**src/hdl/assert_macros.svh**
```systemverilog
// Assertion macros shared by the mapper RTL.
// No dependencies; taken in by `include where assertions are written.
`ifndef ASSERT_MACROS_SVH
`define ASSERT_MACROS_SVH

// same-cycle implication
`define ASSERT_IMPLY(label, clk, rst, ante, cons, msg) \
   label: assert property (@(posedge clk) disable iff (rst) (ante) |-> (cons)) \
      else $error(msg);

// next-cycle implication
`define ASSERT_NEXT(label, clk, rst, ante, cons, msg) \
   label: assert property (@(posedge clk) disable iff (rst) (ante) |=> (cons)) \
      else $error(msg);

`endif

```
**src/hdl/tfam_pkg.sv**
```systemverilog
// Package for the time-slot flash address mapper: field widths, codes,
// register reset values and the sequencer state type. No dependencies.
`timescale 1ns / 1ps

package tfam_pkg;

   localparam int DEFAULT_ADDRESS_BITS = 32;

   localparam int MODE_W       = 2;
   localparam int TIME_W       = 32;
   localparam int FLASH_ADDR_W = 32;
   localparam int BASE_W       = 32;
   localparam int SECTOR_W     = 25;
   localparam int RECORD_W     = 17;
   localparam int PERIOD_W     = 32;
   localparam int INTERVAL_W   = 32;
   localparam int CSR_INDEX_W  = 3;
   localparam int CSR_DATA_W   = 32;

   localparam logic [MODE_W-1:0] MODE_WRITE        = 2'd0;
   localparam logic [MODE_W-1:0] MODE_READ         = 2'd1;
   localparam logic [MODE_W-1:0] MODE_CLOCK_CHANGE = 2'd2;

   localparam logic [CSR_INDEX_W-1:0] CSR_BASE_ADDRESS  = 3'd0;
   localparam logic [CSR_INDEX_W-1:0] CSR_SECTOR_SIZE   = 3'd1;
   localparam logic [CSR_INDEX_W-1:0] CSR_RECORD_SIZE   = 3'd2;
   localparam logic [CSR_INDEX_W-1:0] CSR_LOG_PERIOD    = 3'd3;
   localparam logic [CSR_INDEX_W-1:0] CSR_SLOT_INTERVAL = 3'd4;

   localparam logic [BASE_W-1:0]     RESET_BASE_ADDRESS  = 32'd0;
   localparam logic [SECTOR_W-1:0]   RESET_SECTOR_SIZE   = 25'd4096;
   localparam logic [RECORD_W-1:0]   RESET_RECORD_SIZE   = 17'd16;
   localparam logic [PERIOD_W-1:0]   RESET_LOG_PERIOD    = 32'd86400;
   localparam logic [INTERVAL_W-1:0] RESET_SLOT_INTERVAL = 32'd60;

   typedef enum logic [3:0] {
      ST_IDLE,
      ST_DIV,
      ST_GOT_RPS,
      ST_GOT_Q,
      ST_GOT_UC,
      ST_GOT_MOD,
      ST_GOT_SLOT,
      ST_GOT_UNIT,
      ST_MUL_UNIT,
      ST_ADD_UNIT,
      ST_ADD_OFF,
      ST_GOT_SECT,
      ST_FINISH
   } tfam_state_type;

endpackage

```
**src/hdl/tfam_req_if.sv**
```systemverilog
// Request channel: access mode and time stamps.
// Depends on tfam_pkg.
`timescale 1ns / 1ps

interface tfam_req_if import tfam_pkg::*; ();
   logic                valid;
   logic                ready;
   logic [MODE_W-1:0]   mode;
   logic [TIME_W-1:0]   time_now;
   logic [TIME_W-1:0]   time_new;

   modport source (output valid, mode, time_now, time_new, input ready);
   modport sink   (input valid, mode, time_now, time_new, output ready);
endinterface

```
**src/hdl/tfam_rsp_if.sv**
```systemverilog
// Response channel: flash address, erase flag and status.
// Depends on tfam_pkg.
`timescale 1ns / 1ps

interface tfam_rsp_if import tfam_pkg::*; ();
   logic                    valid;
   logic                    ready;
   logic [FLASH_ADDR_W-1:0] flash_address;
   logic                    erase_before_write;
   logic                    status;

   modport source (output valid, flash_address, erase_before_write, status, input ready);
   modport sink   (input valid, flash_address, erase_before_write, status, output ready);
endinterface

```
**src/hdl/tfam_csr_if.sv**
```systemverilog
// Configuration write channel: register index and write data.
// Depends on tfam_pkg.
`timescale 1ns / 1ps

interface tfam_csr_if import tfam_pkg::*; ();
   logic                   valid;
   logic                   ready;
   logic [CSR_INDEX_W-1:0] index;
   logic [CSR_DATA_W-1:0]  data;

   modport source (output valid, index, data, input ready);
   modport sink   (input valid, index, data, output ready);
endinterface

```
**src/hdl/timeslot_flash_address_mapper_core.sv**
```systemverilog
// Time-slot flash address mapper: one shared restoring divider and one
// shared 32x25 multiplier under a sequencer. Depends on tfam_pkg, the three
// channel interfaces and assert_macros.svh.
//
//   channel | dir | transaction payload
//   req_ch  | in  | mode, time_now, time_new
//   rsp_ch  | out | flash_address, erase_before_write, status
//   csr_ch  | in  | index, data (register write, always ready)
//
// Divisions are DIV_W bits wide, DIV_W = max(ADDRESS_BITS, 33); the divider sets the rate.
// Read: 5 or 6 divisions; write adds one division; clock change takes 9 to 11
// divisions.
// req_ch is ready only while the sequencer is idle; a finished transaction waits in the
// response register, and the next request is taken meanwhile. FINISH holds while the
// response register is full and rsp_ch is not ready. Reset is synchronous.
`timescale 1ns / 1ps
`include "assert_macros.svh"

module timeslot_flash_address_mapper_core import tfam_pkg::*; #(
   parameter int ADDRESS_BITS = DEFAULT_ADDRESS_BITS
) (
   input  logic     clock,
   input  logic     reset,
   tfam_req_if.sink   req_ch,
   tfam_rsp_if.source rsp_ch,
   tfam_csr_if.sink   csr_ch
);

   localparam int DIV_W = (ADDRESS_BITS > 33) ? ADDRESS_BITS : 33;
   localparam int CNT_W = $clog2(DIV_W);
   localparam int MUL_W = 32 + SECTOR_W;

   tfam_state_type state_ff, state_in, ret_ff, ret_in;

   logic [BASE_W-1:0]       base_ff, base_in;
   logic [SECTOR_W-1:0]     sector_ff, sector_in;
   logic [RECORD_W-1:0]     record_ff, record_in;
   logic [PERIOD_W-1:0]     period_ff, period_in;
   logic [INTERVAL_W-1:0]   interval_ff, interval_in;
   logic                    pending_ff, pending_in;
   logic                    rsp_valid_ff, rsp_valid_in;

   logic [MODE_W-1:0]       mode_ff, mode_in;
   logic [TIME_W-1:0]       tnow_ff, tnow_in;
   logic [TIME_W-1:0]       tnew_ff, tnew_in;
   logic                    pass_ff, pass_in;
   logic [SECTOR_W-1:0]     rps_ff, rps_in;
   logic [31:0]             uc_ff, uc_in;
   logic [31:0]             unit_ff, unit_in;
   logic [SECTOR_W-1:0]     off_ff, off_in;
   logic [MUL_W-1:0]        prod_ff, prod_in;
   logic [ADDRESS_BITS-1:0] acc_ff, acc_in;
   logic [FLASH_ADDR_W-1:0] addr_ff, addr_in;
   logic [DIV_W-1:0]        sect_ff, sect_in;
   logic                    res_erase_ff, res_erase_in;
   logic                    res_status_ff, res_status_in;
   logic [DIV_W-1:0]        dvd_ff, dvd_in;
   logic [32:0]             rem_ff, rem_in;
   logic [31:0]             dvs_ff, dvs_in;
   logic [CNT_W-1:0]        cnt_ff, cnt_in;
   logic [FLASH_ADDR_W-1:0] rsp_addr_ff, rsp_addr_in;
   logic                    rsp_erase_ff, rsp_erase_in;
   logic                    rsp_status_ff, rsp_status_in;

   logic                    req_take, csr_take, rsp_load, cfg_bad;
   logic [32:0]             rem_shift, rem_diff, uc_dividend;
   logic                    div_take;
   logic [31:0]             mul_a;
   logic [SECTOR_W-1:0]     mul_b;
   logic [ADDRESS_BITS-1:0] acc_sum;

   assign req_ch.ready  = (state_ff == ST_IDLE);
   assign csr_ch.ready  = 1'b1;
   assign req_take      = req_ch.valid && req_ch.ready;
   assign csr_take      = csr_ch.valid;
   assign rsp_load      = (state_ff == ST_FINISH) && (!rsp_valid_ff || rsp_ch.ready);

   assign rsp_ch.valid              = rsp_valid_ff;
   assign rsp_ch.flash_address      = rsp_addr_ff;
   assign rsp_ch.erase_before_write = rsp_erase_ff;
   assign rsp_ch.status             = rsp_status_ff;

   assign cfg_bad = (record_ff == '0) || (SECTOR_W'(record_ff) > sector_ff) ||
                    (period_ff == '0) || (interval_ff == '0);

   assign rem_shift   = {rem_ff[31:0], dvd_ff[DIV_W-1]};
   assign div_take    = rem_shift >= {1'b0, dvs_ff};
   assign rem_diff    = rem_shift - {1'b0, dvs_ff};
   assign uc_dividend = {1'b0, dvd_ff[31:0]} + 33'(rps_ff) - 33'd1;
   assign acc_sum     = acc_ff + ADDRESS_BITS'(prod_ff);

   always_comb begin
      if (state_ff == ST_MUL_UNIT) begin
         mul_a = unit_ff;
         mul_b = sector_ff;
      end else begin
         mul_a = 32'(off_ff);
         mul_b = SECTOR_W'(record_ff);
      end
   end

   // sequencer
   always_comb begin
      state_in = state_ff;
      ret_in   = ret_ff;
      case (state_ff)
         ST_IDLE: begin
            if (req_take) begin
               state_in = cfg_bad ? ST_FINISH : ST_DIV;
               ret_in   = ST_GOT_RPS;
            end
         end
         ST_DIV: begin
            if (cnt_ff == '0) state_in = ret_ff;
         end
         ST_GOT_RPS: begin
            state_in = ST_DIV;
            ret_in   = ST_GOT_Q;
         end
         ST_GOT_Q: begin
            state_in = ST_DIV;
            ret_in   = ST_GOT_UC;
         end
         ST_GOT_UC: begin
            state_in = (dvd_ff == '0) ? ST_FINISH : ST_DIV;
            ret_in   = ST_GOT_MOD;
         end
         ST_GOT_MOD: begin
            state_in = ST_DIV;
            ret_in   = ST_GOT_SLOT;
         end
         ST_GOT_SLOT: begin
            state_in = (dvd_ff == '0) ? ST_MUL_UNIT : ST_DIV;
            ret_in   = ST_GOT_UNIT;
         end
         ST_GOT_UNIT: state_in = ST_MUL_UNIT;
         ST_MUL_UNIT: state_in = ST_ADD_UNIT;
         ST_ADD_UNIT: state_in = ST_ADD_OFF;
         ST_ADD_OFF: begin
            if (pass_ff || (mode_ff inside {MODE_WRITE, MODE_CLOCK_CHANGE})) begin
               state_in = ST_DIV;
               ret_in   = ST_GOT_SECT;
            end else begin
               state_in = ST_FINISH;
            end
         end
         ST_GOT_SECT: begin
            if (!pass_ff && (mode_ff == MODE_CLOCK_CHANGE)) begin
               state_in = ST_DIV;
               ret_in   = ST_GOT_MOD;
            end else begin
               state_in = ST_FINISH;
            end
         end
         ST_FINISH: begin
            if (rsp_load) state_in = ST_IDLE;
         end
         default: state_in = ST_IDLE;
      endcase
   end

   // datapath
   always_comb begin
      base_in       = base_ff;
      sector_in     = sector_ff;
      record_in     = record_ff;
      period_in     = period_ff;
      interval_in   = interval_ff;
      pending_in    = pending_ff;
      rsp_valid_in  = rsp_valid_ff && !rsp_ch.ready;
      mode_in       = mode_ff;
      tnow_in       = tnow_ff;
      tnew_in       = tnew_ff;
      pass_in       = pass_ff;
      rps_in        = rps_ff;
      uc_in         = uc_ff;
      unit_in       = unit_ff;
      off_in        = off_ff;
      prod_in       = prod_ff;
      acc_in        = acc_ff;
      addr_in       = addr_ff;
      sect_in       = sect_ff;
      res_erase_in  = res_erase_ff;
      res_status_in = res_status_ff;
      dvd_in        = dvd_ff;
      rem_in        = rem_ff;
      dvs_in        = dvs_ff;
      cnt_in        = cnt_ff;
      rsp_addr_in   = rsp_addr_ff;
      rsp_erase_in  = rsp_erase_ff;
      rsp_status_in = rsp_status_ff;

      case (state_ff)
         ST_IDLE: begin
            if (req_take) begin
               mode_in       = req_ch.mode;
               tnow_in       = req_ch.time_now;
               tnew_in       = req_ch.time_new;
               pass_in       = 1'b0;
               res_status_in = cfg_bad;
               res_erase_in  = 1'b0;
               addr_in       = '0;
               dvd_in        = DIV_W'(sector_ff);
               dvs_in        = 32'(record_ff);
               rem_in        = '0;
               cnt_in        = CNT_W'(DIV_W - 1);
            end
         end
         ST_DIV: begin
            dvd_in = {dvd_ff[DIV_W-2:0], div_take};
            rem_in = div_take ? rem_diff : rem_shift;
            cnt_in = cnt_ff - CNT_W'(1);
         end
         ST_GOT_RPS: begin
            rps_in = dvd_ff[SECTOR_W-1:0];
            dvd_in = DIV_W'(period_ff);
            dvs_in = interval_ff;
            rem_in = '0;
            cnt_in = CNT_W'(DIV_W - 1);
         end
         ST_GOT_Q: begin
            dvd_in = DIV_W'(uc_dividend);
            dvs_in = 32'(rps_ff);
            rem_in = '0;
            cnt_in = CNT_W'(DIV_W - 1);
         end
         ST_GOT_UC: begin
            uc_in         = dvd_ff[31:0];
            res_status_in = (dvd_ff == '0);
            dvd_in        = DIV_W'(tnow_ff);
            dvs_in        = period_ff;
            rem_in        = '0;
            cnt_in        = CNT_W'(DIV_W - 1);
         end
         ST_GOT_MOD: begin
            dvd_in = DIV_W'(rem_ff[31:0]);
            dvs_in = interval_ff;
            rem_in = '0;
            cnt_in = CNT_W'(DIV_W - 1);
         end
         ST_GOT_SLOT: begin
            if (dvd_ff == '0) begin
               unit_in = uc_ff - 32'd1;
               off_in  = rps_ff - SECTOR_W'(1);
            end else begin
               dvd_in = DIV_W'(dvd_ff[31:0] - 32'd1);
               dvs_in = 32'(rps_ff);
               rem_in = '0;
               cnt_in = CNT_W'(DIV_W - 1);
            end
         end
         ST_GOT_UNIT: begin
            unit_in = dvd_ff[31:0];
            off_in  = rem_ff[SECTOR_W-1:0];
         end
         ST_MUL_UNIT: begin
            prod_in = mul_a * mul_b;
            acc_in  = ADDRESS_BITS'(base_ff);
         end
         ST_ADD_UNIT: begin
            acc_in  = acc_sum;
            prod_in = mul_a * mul_b;
         end
         ST_ADD_OFF: begin
            acc_in = acc_sum;
            if (!pass_ff) addr_in = FLASH_ADDR_W'(acc_sum);
            dvd_in = DIV_W'(acc_sum);
            dvs_in = 32'(sector_ff);
            rem_in = '0;
            cnt_in = CNT_W'(DIV_W - 1);
         end
         ST_GOT_SECT: begin
            if (pass_ff) begin
               if (dvd_ff != sect_ff) pending_in = 1'b1;
            end else if (mode_ff == MODE_WRITE) begin
               res_erase_in = (rem_ff == '0) || pending_ff;
               pending_in   = 1'b0;
            end else if (mode_ff == MODE_CLOCK_CHANGE) begin
               sect_in = dvd_ff;
               pass_in = 1'b1;
               dvd_in  = DIV_W'(tnew_ff);
               dvs_in  = period_ff;
               rem_in  = '0;
               cnt_in  = CNT_W'(DIV_W - 1);
            end
         end
         ST_FINISH: begin
            if (rsp_load) begin
               rsp_valid_in  = 1'b1;
               rsp_addr_in   = res_status_ff ? '0 : addr_ff;
               rsp_erase_in  = res_status_ff ? 1'b0 : res_erase_ff;
               rsp_status_in = res_status_ff;
            end
         end
         default: ;
      endcase

      if (csr_take) begin
         case (csr_ch.index)
            CSR_BASE_ADDRESS: begin
               base_in    = csr_ch.data[BASE_W-1:0];
               pending_in = 1'b1;
            end
            CSR_SECTOR_SIZE: begin
               sector_in  = csr_ch.data[SECTOR_W-1:0];
               pending_in = 1'b1;
            end
            CSR_RECORD_SIZE: begin
               record_in  = csr_ch.data[RECORD_W-1:0];
               pending_in = 1'b1;
            end
            CSR_LOG_PERIOD: begin
               period_in  = csr_ch.data[PERIOD_W-1:0];
               pending_in = 1'b1;
            end
            CSR_SLOT_INTERVAL: begin
               interval_in = csr_ch.data[INTERVAL_W-1:0];
               pending_in  = 1'b1;
            end
            default: ;
         endcase
      end
   end

   always_ff @(posedge clock) begin
      if (reset) begin
         state_ff     <= ST_IDLE;
         ret_ff       <= ST_IDLE;
         base_ff      <= RESET_BASE_ADDRESS;
         sector_ff    <= RESET_SECTOR_SIZE;
         record_ff    <= RESET_RECORD_SIZE;
         period_ff    <= RESET_LOG_PERIOD;
         interval_ff  <= RESET_SLOT_INTERVAL;
         pending_ff   <= 1'b1;
         rsp_valid_ff <= 1'b0;
      end else begin
         state_ff     <= state_in;
         ret_ff       <= ret_in;
         base_ff      <= base_in;
         sector_ff    <= sector_in;
         record_ff    <= record_in;
         period_ff    <= period_in;
         interval_ff  <= interval_in;
         pending_ff   <= pending_in;
         rsp_valid_ff <= rsp_valid_in;
      end
   end

   always_ff @(posedge clock) begin
      mode_ff       <= mode_in;
      tnow_ff       <= tnow_in;
      tnew_ff       <= tnew_in;
      pass_ff       <= pass_in;
      rps_ff        <= rps_in;
      uc_ff         <= uc_in;
      unit_ff       <= unit_in;
      off_ff        <= off_in;
      prod_ff       <= prod_in;
      acc_ff        <= acc_in;
      addr_ff       <= addr_in;
      sect_ff       <= sect_in;
      res_erase_ff  <= res_erase_in;
      res_status_ff <= res_status_in;
      dvd_ff        <= dvd_in;
      rem_ff        <= rem_in;
      dvs_ff        <= dvs_in;
      cnt_ff        <= cnt_in;
      rsp_addr_ff   <= rsp_addr_in;
      rsp_erase_ff  <= rsp_erase_in;
      rsp_status_ff <= rsp_status_in;
   end

   `ASSERT_NEXT(a_busy_after_accept, clock, reset, req_take, !req_ch.ready,
      "sequencer idle after accept")
   `ASSERT_IMPLY(a_error_clears_fields, clock, reset, rsp_valid_ff && rsp_status_ff,
      (rsp_addr_ff == '0) && !rsp_erase_ff, "error response carries data")
   `ASSERT_NEXT(a_csr_rearms_erase, clock, reset,
      csr_take && (csr_ch.index <= CSR_SLOT_INTERVAL), pending_ff,
      "register write did not arm erase")

endmodule

```
**src/flat_wrapper.sv**
```systemverilog
// flat-port wrapper written by rule: the top's interface ports become plain ports
module timeslot_flash_address_mapper_core_flat import tfam_pkg::*;
#(
   parameter int ADDRESS_BITS = DEFAULT_ADDRESS_BITS
)
  (clock, reset, req_ch_valid, req_ch_mode, req_ch_time_now, req_ch_time_new, req_ch_ready, rsp_ch_valid, rsp_ch_flash_address, rsp_ch_erase_before_write, rsp_ch_status, rsp_ch_ready, csr_ch_valid, csr_ch_index, csr_ch_data, csr_ch_ready);
  tfam_req_if req_ch_i ();
  tfam_rsp_if rsp_ch_i ();
  tfam_csr_if csr_ch_i ();
  input  logic clock;
  input  logic reset;
  input wire logic [$bits(req_ch_i.valid)-1:0] req_ch_valid;
  input wire logic [$bits(req_ch_i.mode)-1:0] req_ch_mode;
  input wire logic [$bits(req_ch_i.time_now)-1:0] req_ch_time_now;
  input wire logic [$bits(req_ch_i.time_new)-1:0] req_ch_time_new;
  output wire logic [$bits(req_ch_i.ready)-1:0] req_ch_ready;
  output wire logic [$bits(rsp_ch_i.valid)-1:0] rsp_ch_valid;
  output wire logic [$bits(rsp_ch_i.flash_address)-1:0] rsp_ch_flash_address;
  output wire logic [$bits(rsp_ch_i.erase_before_write)-1:0] rsp_ch_erase_before_write;
  output wire logic [$bits(rsp_ch_i.status)-1:0] rsp_ch_status;
  input wire logic [$bits(rsp_ch_i.ready)-1:0] rsp_ch_ready;
  input wire logic [$bits(csr_ch_i.valid)-1:0] csr_ch_valid;
  input wire logic [$bits(csr_ch_i.index)-1:0] csr_ch_index;
  input wire logic [$bits(csr_ch_i.data)-1:0] csr_ch_data;
  output wire logic [$bits(csr_ch_i.ready)-1:0] csr_ch_ready;
  assign req_ch_i.valid = req_ch_valid;
  assign req_ch_i.mode = req_ch_mode;
  assign req_ch_i.time_now = req_ch_time_now;
  assign req_ch_i.time_new = req_ch_time_new;
  assign req_ch_ready = req_ch_i.ready;
  assign rsp_ch_valid = rsp_ch_i.valid;
  assign rsp_ch_flash_address = rsp_ch_i.flash_address;
  assign rsp_ch_erase_before_write = rsp_ch_i.erase_before_write;
  assign rsp_ch_status = rsp_ch_i.status;
  assign rsp_ch_i.ready = rsp_ch_ready;
  assign csr_ch_i.valid = csr_ch_valid;
  assign csr_ch_i.index = csr_ch_index;
  assign csr_ch_i.data = csr_ch_data;
  assign csr_ch_ready = csr_ch_i.ready;
  timeslot_flash_address_mapper_core #(.ADDRESS_BITS(ADDRESS_BITS)) u_core (.clock(clock), .reset(reset), .req_ch(req_ch_i), .rsp_ch(rsp_ch_i), .csr_ch(csr_ch_i));
endmodule
```
**config.mk**
```make
export PLATFORM = sky130hd
export DESIGN_NAME = timeslot_flash_address_mapper_core_flat
export DESIGN_NICKNAME = d
export VERILOG_FILES = /design/src/hdl/tfam_pkg.sv /design/src/hdl/tfam_req_if.sv /design/src/hdl/tfam_rsp_if.sv /design/src/hdl/tfam_csr_if.sv /design/src/hdl/timeslot_flash_address_mapper_core.sv /design/src/flat_wrapper.sv
export VERILOG_INCLUDE_DIRS = /design/src /design/src/hdl
export SDC_FILE = /design/constraint.sdc
export NUM_CORES = 2
export LEC_CHECK = 0
export BUFFER_PORTS_ARGS = -buffer_cell sky130_fd_sc_hd__buf_2
export CORE_MARGIN = 3
export CORE_UTILIZATION = 50
export CTS_BUF_LIST = sky130_fd_sc_hd__clkbuf_16
export CTS_CLUSTER_DIAMETER = 200
export DETAILED_ROUTE_END_ITERATION = 7
export PLACE_DENSITY = 0.68
export SLEW_MARGIN = 40
export SYNTH_ARGS = -nofsm -noshare
export SYNTH_HDL_FRONTEND = slang
export SYNTH_SLANG_ARGS = --single-unit
```
**constraint.sdc**
```tcl
create_clock -name clock -period 7.5 [get_ports clock]
set_input_delay 2.25 -clock clock [delete_from_list [all_inputs] [get_ports clock]]
set_output_delay 2.25 -clock clock [all_outputs]
set_load 0.01 [all_outputs]
```
==> flow_metrics.env <==
export IMPL_status="finished, violations left"
export IMPL_violations="design-rule violations, negative setup slack"
export IMPL_final_hold_viol_count=0
export IMPL_drtIter0Drc=4871
export IMPL_synthTopCellsByCount="769 x nand2_1, 653 x inv_1, 450 x edfxtp_1, 426 x nor2_1, 397 x fa_1"
export IMPL_die_area_sq_um=97600
export IMPL_fin_skew_ns=0.05548
export IMPL_cts_sinks=598
export IMPL_grt_pass1_wl_um=246300
export IMPL_ys_seq_area_share_pct=35.10
export IMPL_crit_reg2reg_capture="u_core.prod_ff[31]"
export IMPL_rsz0062_at_grt="true"
export IMPL_track_usage_pct=34.16
export IMPL_worst_pin_slew_ns=0.9736
export IMPL_syn_inst=4949
export IMPL_yosysWarnings=0
export IMPL_period_needed_ns=7.506
export IMPL_worstSetupStartpoint="u_core.state_ff[2]"
export IMPL_r2r_slack_ns=-0.006
export IMPL_ios=143
export IMPL_synth_ff_type="edfxtp_1"
export IMPL_initial_utilization_pct=50.83
export IMPL_synth_area_sq_um=46940
export IMPL_die_w_um=312.4
export IMPL_cts_root_buffer="clkbuf_16"
export IMPL_crit_arrival_ns=7.90
export IMPL_async_flop_share_pct=0
export IMPL_gp_congestion=1.038
export IMPL_h_tree_depth=2
export IMPL_antenna_left=0
export IMPL_area_growth_pct=14.89
export IMPL_clock_fmax_mhz=133.2
export IMPL_crit_fanout=7
export IMPL_p_per_area_nw_per_um2=235.1
export IMPL_timing_final_crit_share_pct=100.1
export IMPL_clk_pin_slew_ns=0.07
export IMPL_synth_seq_cells=598
export IMPL_min_path_type="register to register"
export IMPL_dp_hpwl_um=133600
export IMPL_wl_um=170000
export IMPL_detail_route_wl_per_cell_um=25.91
export IMPL_cp_common_cell="fa_1"
export IMPL_setup_slack_ns=-0.006339
export IMPL_cts_tree="built"
export IMPL_drv_cap=0
export IMPL_criticalPathCategory="register to register"
export IMPL_filler_cell_count=7974
export IMPL_endpoint_kind="register"
export IMPL_antenna_found_initial=5
export IMPL_crit_path_start_kind="register"
export IMPL_yosysMostFrequentCell="nand2_1"
export IMPL_synth_top_area_cell="edfxtp_1"
export IMPL_synth_area_leaders="edfxtp_1 29%, fa_1 17%, ha_1 6.6%"
export IMPL_drc=11
export IMPL_hp_start="u_core.base_ff[27]"
export IMPL_core_region_area_sq_um=92360
export IMPL_crit_slowest_cell="fa_1"
export IMPL_irDropWorstVdd_mv=0.2839
export IMPL_grt_pass1_vias=37332
export IMPL_avgSynthCellArea_sq_um=9.486
export IMPL_cts_buffers=61
export IMPL_num_rows=111
export IMPL_viasPerCell=5.946
export IMPL_portBuffers=141
export IMPL_syn_nets=5698
export IMPL_r2r_start="u_core.state_ff[2]"
export IMPL_synth_distinct_cells=97
export IMPL_ctsHoldBuffers=0
export IMPL_grt_max_degree=115
export IMPL_dr_pass1_iters=8
export IMPL_die_y_um=312.4
export IMPL_synth_edf_count=450
export IMPL_p_leak_nw=22.67
export IMPL_tns_ns=-0.006339
export IMPL_hold_end="u_core.base_ff[27]"
export IMPL_worstPathRequired_ns=7.89
export IMPL_cpPeakStageDelay_ns=0.53
export IMPL_grt_ovfl_total=0
export IMPL_dp_slack_ns=-0.1024
export IMPL_yosys_area_top_type_share_pct=28.79
export IMPL_drv_slew=0
export IMPL_vias=38998
export IMPL_nets=6004
export IMPL_rr_worst_depth=27
export IMPL_max_slew_margin_pct=34.87
export IMPL_setup_viol=1
export IMPL_clk_latency_ns=0.69
export IMPL_whs_path_depth=2
export IMPL_cts_max_path_buffers=3
export IMPL_drive_above_1_share_pct=14.26
placed cells by master (no fill, tap or decap), types with 15 or more instances in the layout:
cell,count
nor3_1,42
nand2_1,760
nand3_1,64
nor4_1,54
a21oi_1,327
mux2_2,21
fa_1,388
mux2_4,19
a222oi_1,36
nand4_1,31
buf_2,140
nand2b_1,40
nor2_2,15
o21ai_0,108
dfxtp_1,146
a22oi_1,57
or3_1,18
clkbuf_16,68
buf_4,269
mux2i_4,15
and2_1,39
o21a_1,32
edfxtp_1,450
a221oi_1,15
nor2_1,410
a21o_1,43
xnor2_1,187
nand3b_1,16
and3_1,45
a211oi_1,25
nor2b_1,52
inv_1,654
buf_6,24
mux2i_1,38
xor2_1,68
ha_1,238
per-layer routing:
layer | vias up | track usage [%] | share of wire, %
met5 | - | 0 | 0.013
met4 | 4 | 15.19 | 5.6
met3 | 390 | 10.20 | 13
met2 | 2267 | 50.05 | 42
met1 | 19110 | 46.90 | 39
li1 | 17227 | - | -
final cells by class:
cell class	count	area, sq um	share of cell area (%)
flip-flops and latches	598	16480	30.55
inverters	653	2451	4.545
diodes	8	20.02	0.03712
clock inverters	55	500.5	0.9279
clock buffers	61	1526	2.830
repair buffers	459	3533	6.551
multi-input cells	3482	27870	51.67
well taps	1243	1555	2.884
through the flow:
| stage | total power [mW] | instance area (sq um) | hold slack, ns | std cells | util [%] |
|---|---|---|---|---|---|
| 2_1_floorplan | 7.741 | 47150 | 0.4338 | 4949 | - |
| 3_3_place_gp | 9.310 | 50680 | 0.4416 | 6389 | 54.87 |
| 3_5_place_dp | 9.359 | 50840 | 0.4474 | 6394 | 55.05 |
| 4_1_cts | 12.47 | 52890 | 0.4574 | 6511 | 57.27 |
| 5_1_grt | 13.29 | 53920 | 0.4786 | 6552 | 58.38 |
| 6_report | 12.68 | 53930 | 0.4559 | 6559 | 58.40 |
kinds of logic (layout without fill, tap and decap cells):
| kind of cell | count (synthesis) | after routing | share of synthesized area [%] |
|---|---|---|---|
| compound gates | 819 | 819 | 11.44 |
| xor+xnor | 262 | 262 | 4.888 |
| fa+ha+maj | 643 | 643 | 23.49 |
| buf+inv | 869 | 1228 | 7.058 |
| flops | 598 | 598 | 35.10 |
| mux | 105 | 105 | 2.345 |
| other cells | 1 | 9 | 0.007988 |
| simple gates | 1652 | 1652 | 15.67 |
flip-flops by register name, indices dropped and copies added (netlist names), 25 cells and up:
signal / cells
u_core.dvd_ff: 33
u_core.rem_ff: 33
u_core.sect_ff: 33
u_core.acc_ff: 32
u_core.addr_ff: 32
u_core.base_ff: 32
u_core.dvs_ff: 32
u_core.interval_ff: 32
u_core.period_ff: 32
u_core.prod_ff: 32
u_core.rsp_ch.flash_address: 32
u_core.tnew_ff: 32
u_core.tnow_ff: 32
u_core.uc_ff: 32
u_core.unit_ff: 32
u_core.off_ff: 25
u_core.rps_ff: 25
u_core.sector_ff: 25
timing repair:
action,4_1_cts,5_1_grt
setup buffers,1,32
endpoints found under the setup margin,4,8
resized for setup,1,121
pin swaps,1,42
cloned,0,8
how the worst max path moves through the flow:
stage | end | slack (ns) | cells after the start
detailed placement | u_core.prod_ff[31] | -0.10 | 26
floorplan | u_core.prod_ff[31] | 0.01 | 28
finish | u_core.prod_ff[31] | -0.006 | 27
global route | u_core.prod_ff[31] | -0.16 | 27
global placement | u_core.prod_ff[31] | -0.03 | 26
CTS | u_core.prod_ff[31] | 0.02 | 28
where the power goes:
part | internal, mW | leakage [nW] | total, mW | switching, mW
clock network | 1.70 | 1.00 | 3.12 | 1.42
registers | 4.08 | 5.46 | 4.53 | 0.448
logic | 1.95 | 16.2 | 5.03 | 3.08
critical path, delay by kind of cell, from the launching register on:
kind,cells,cell delay [ns]
fa+ha+maj,8,3.84
simple gates,5,1.28
buf+inv,9,0.95
compound gates,3,0.41
flops,1,0.32
mux,1,0.29
xor+xnor,1,0.11
(Power assumes the default switching activity.)
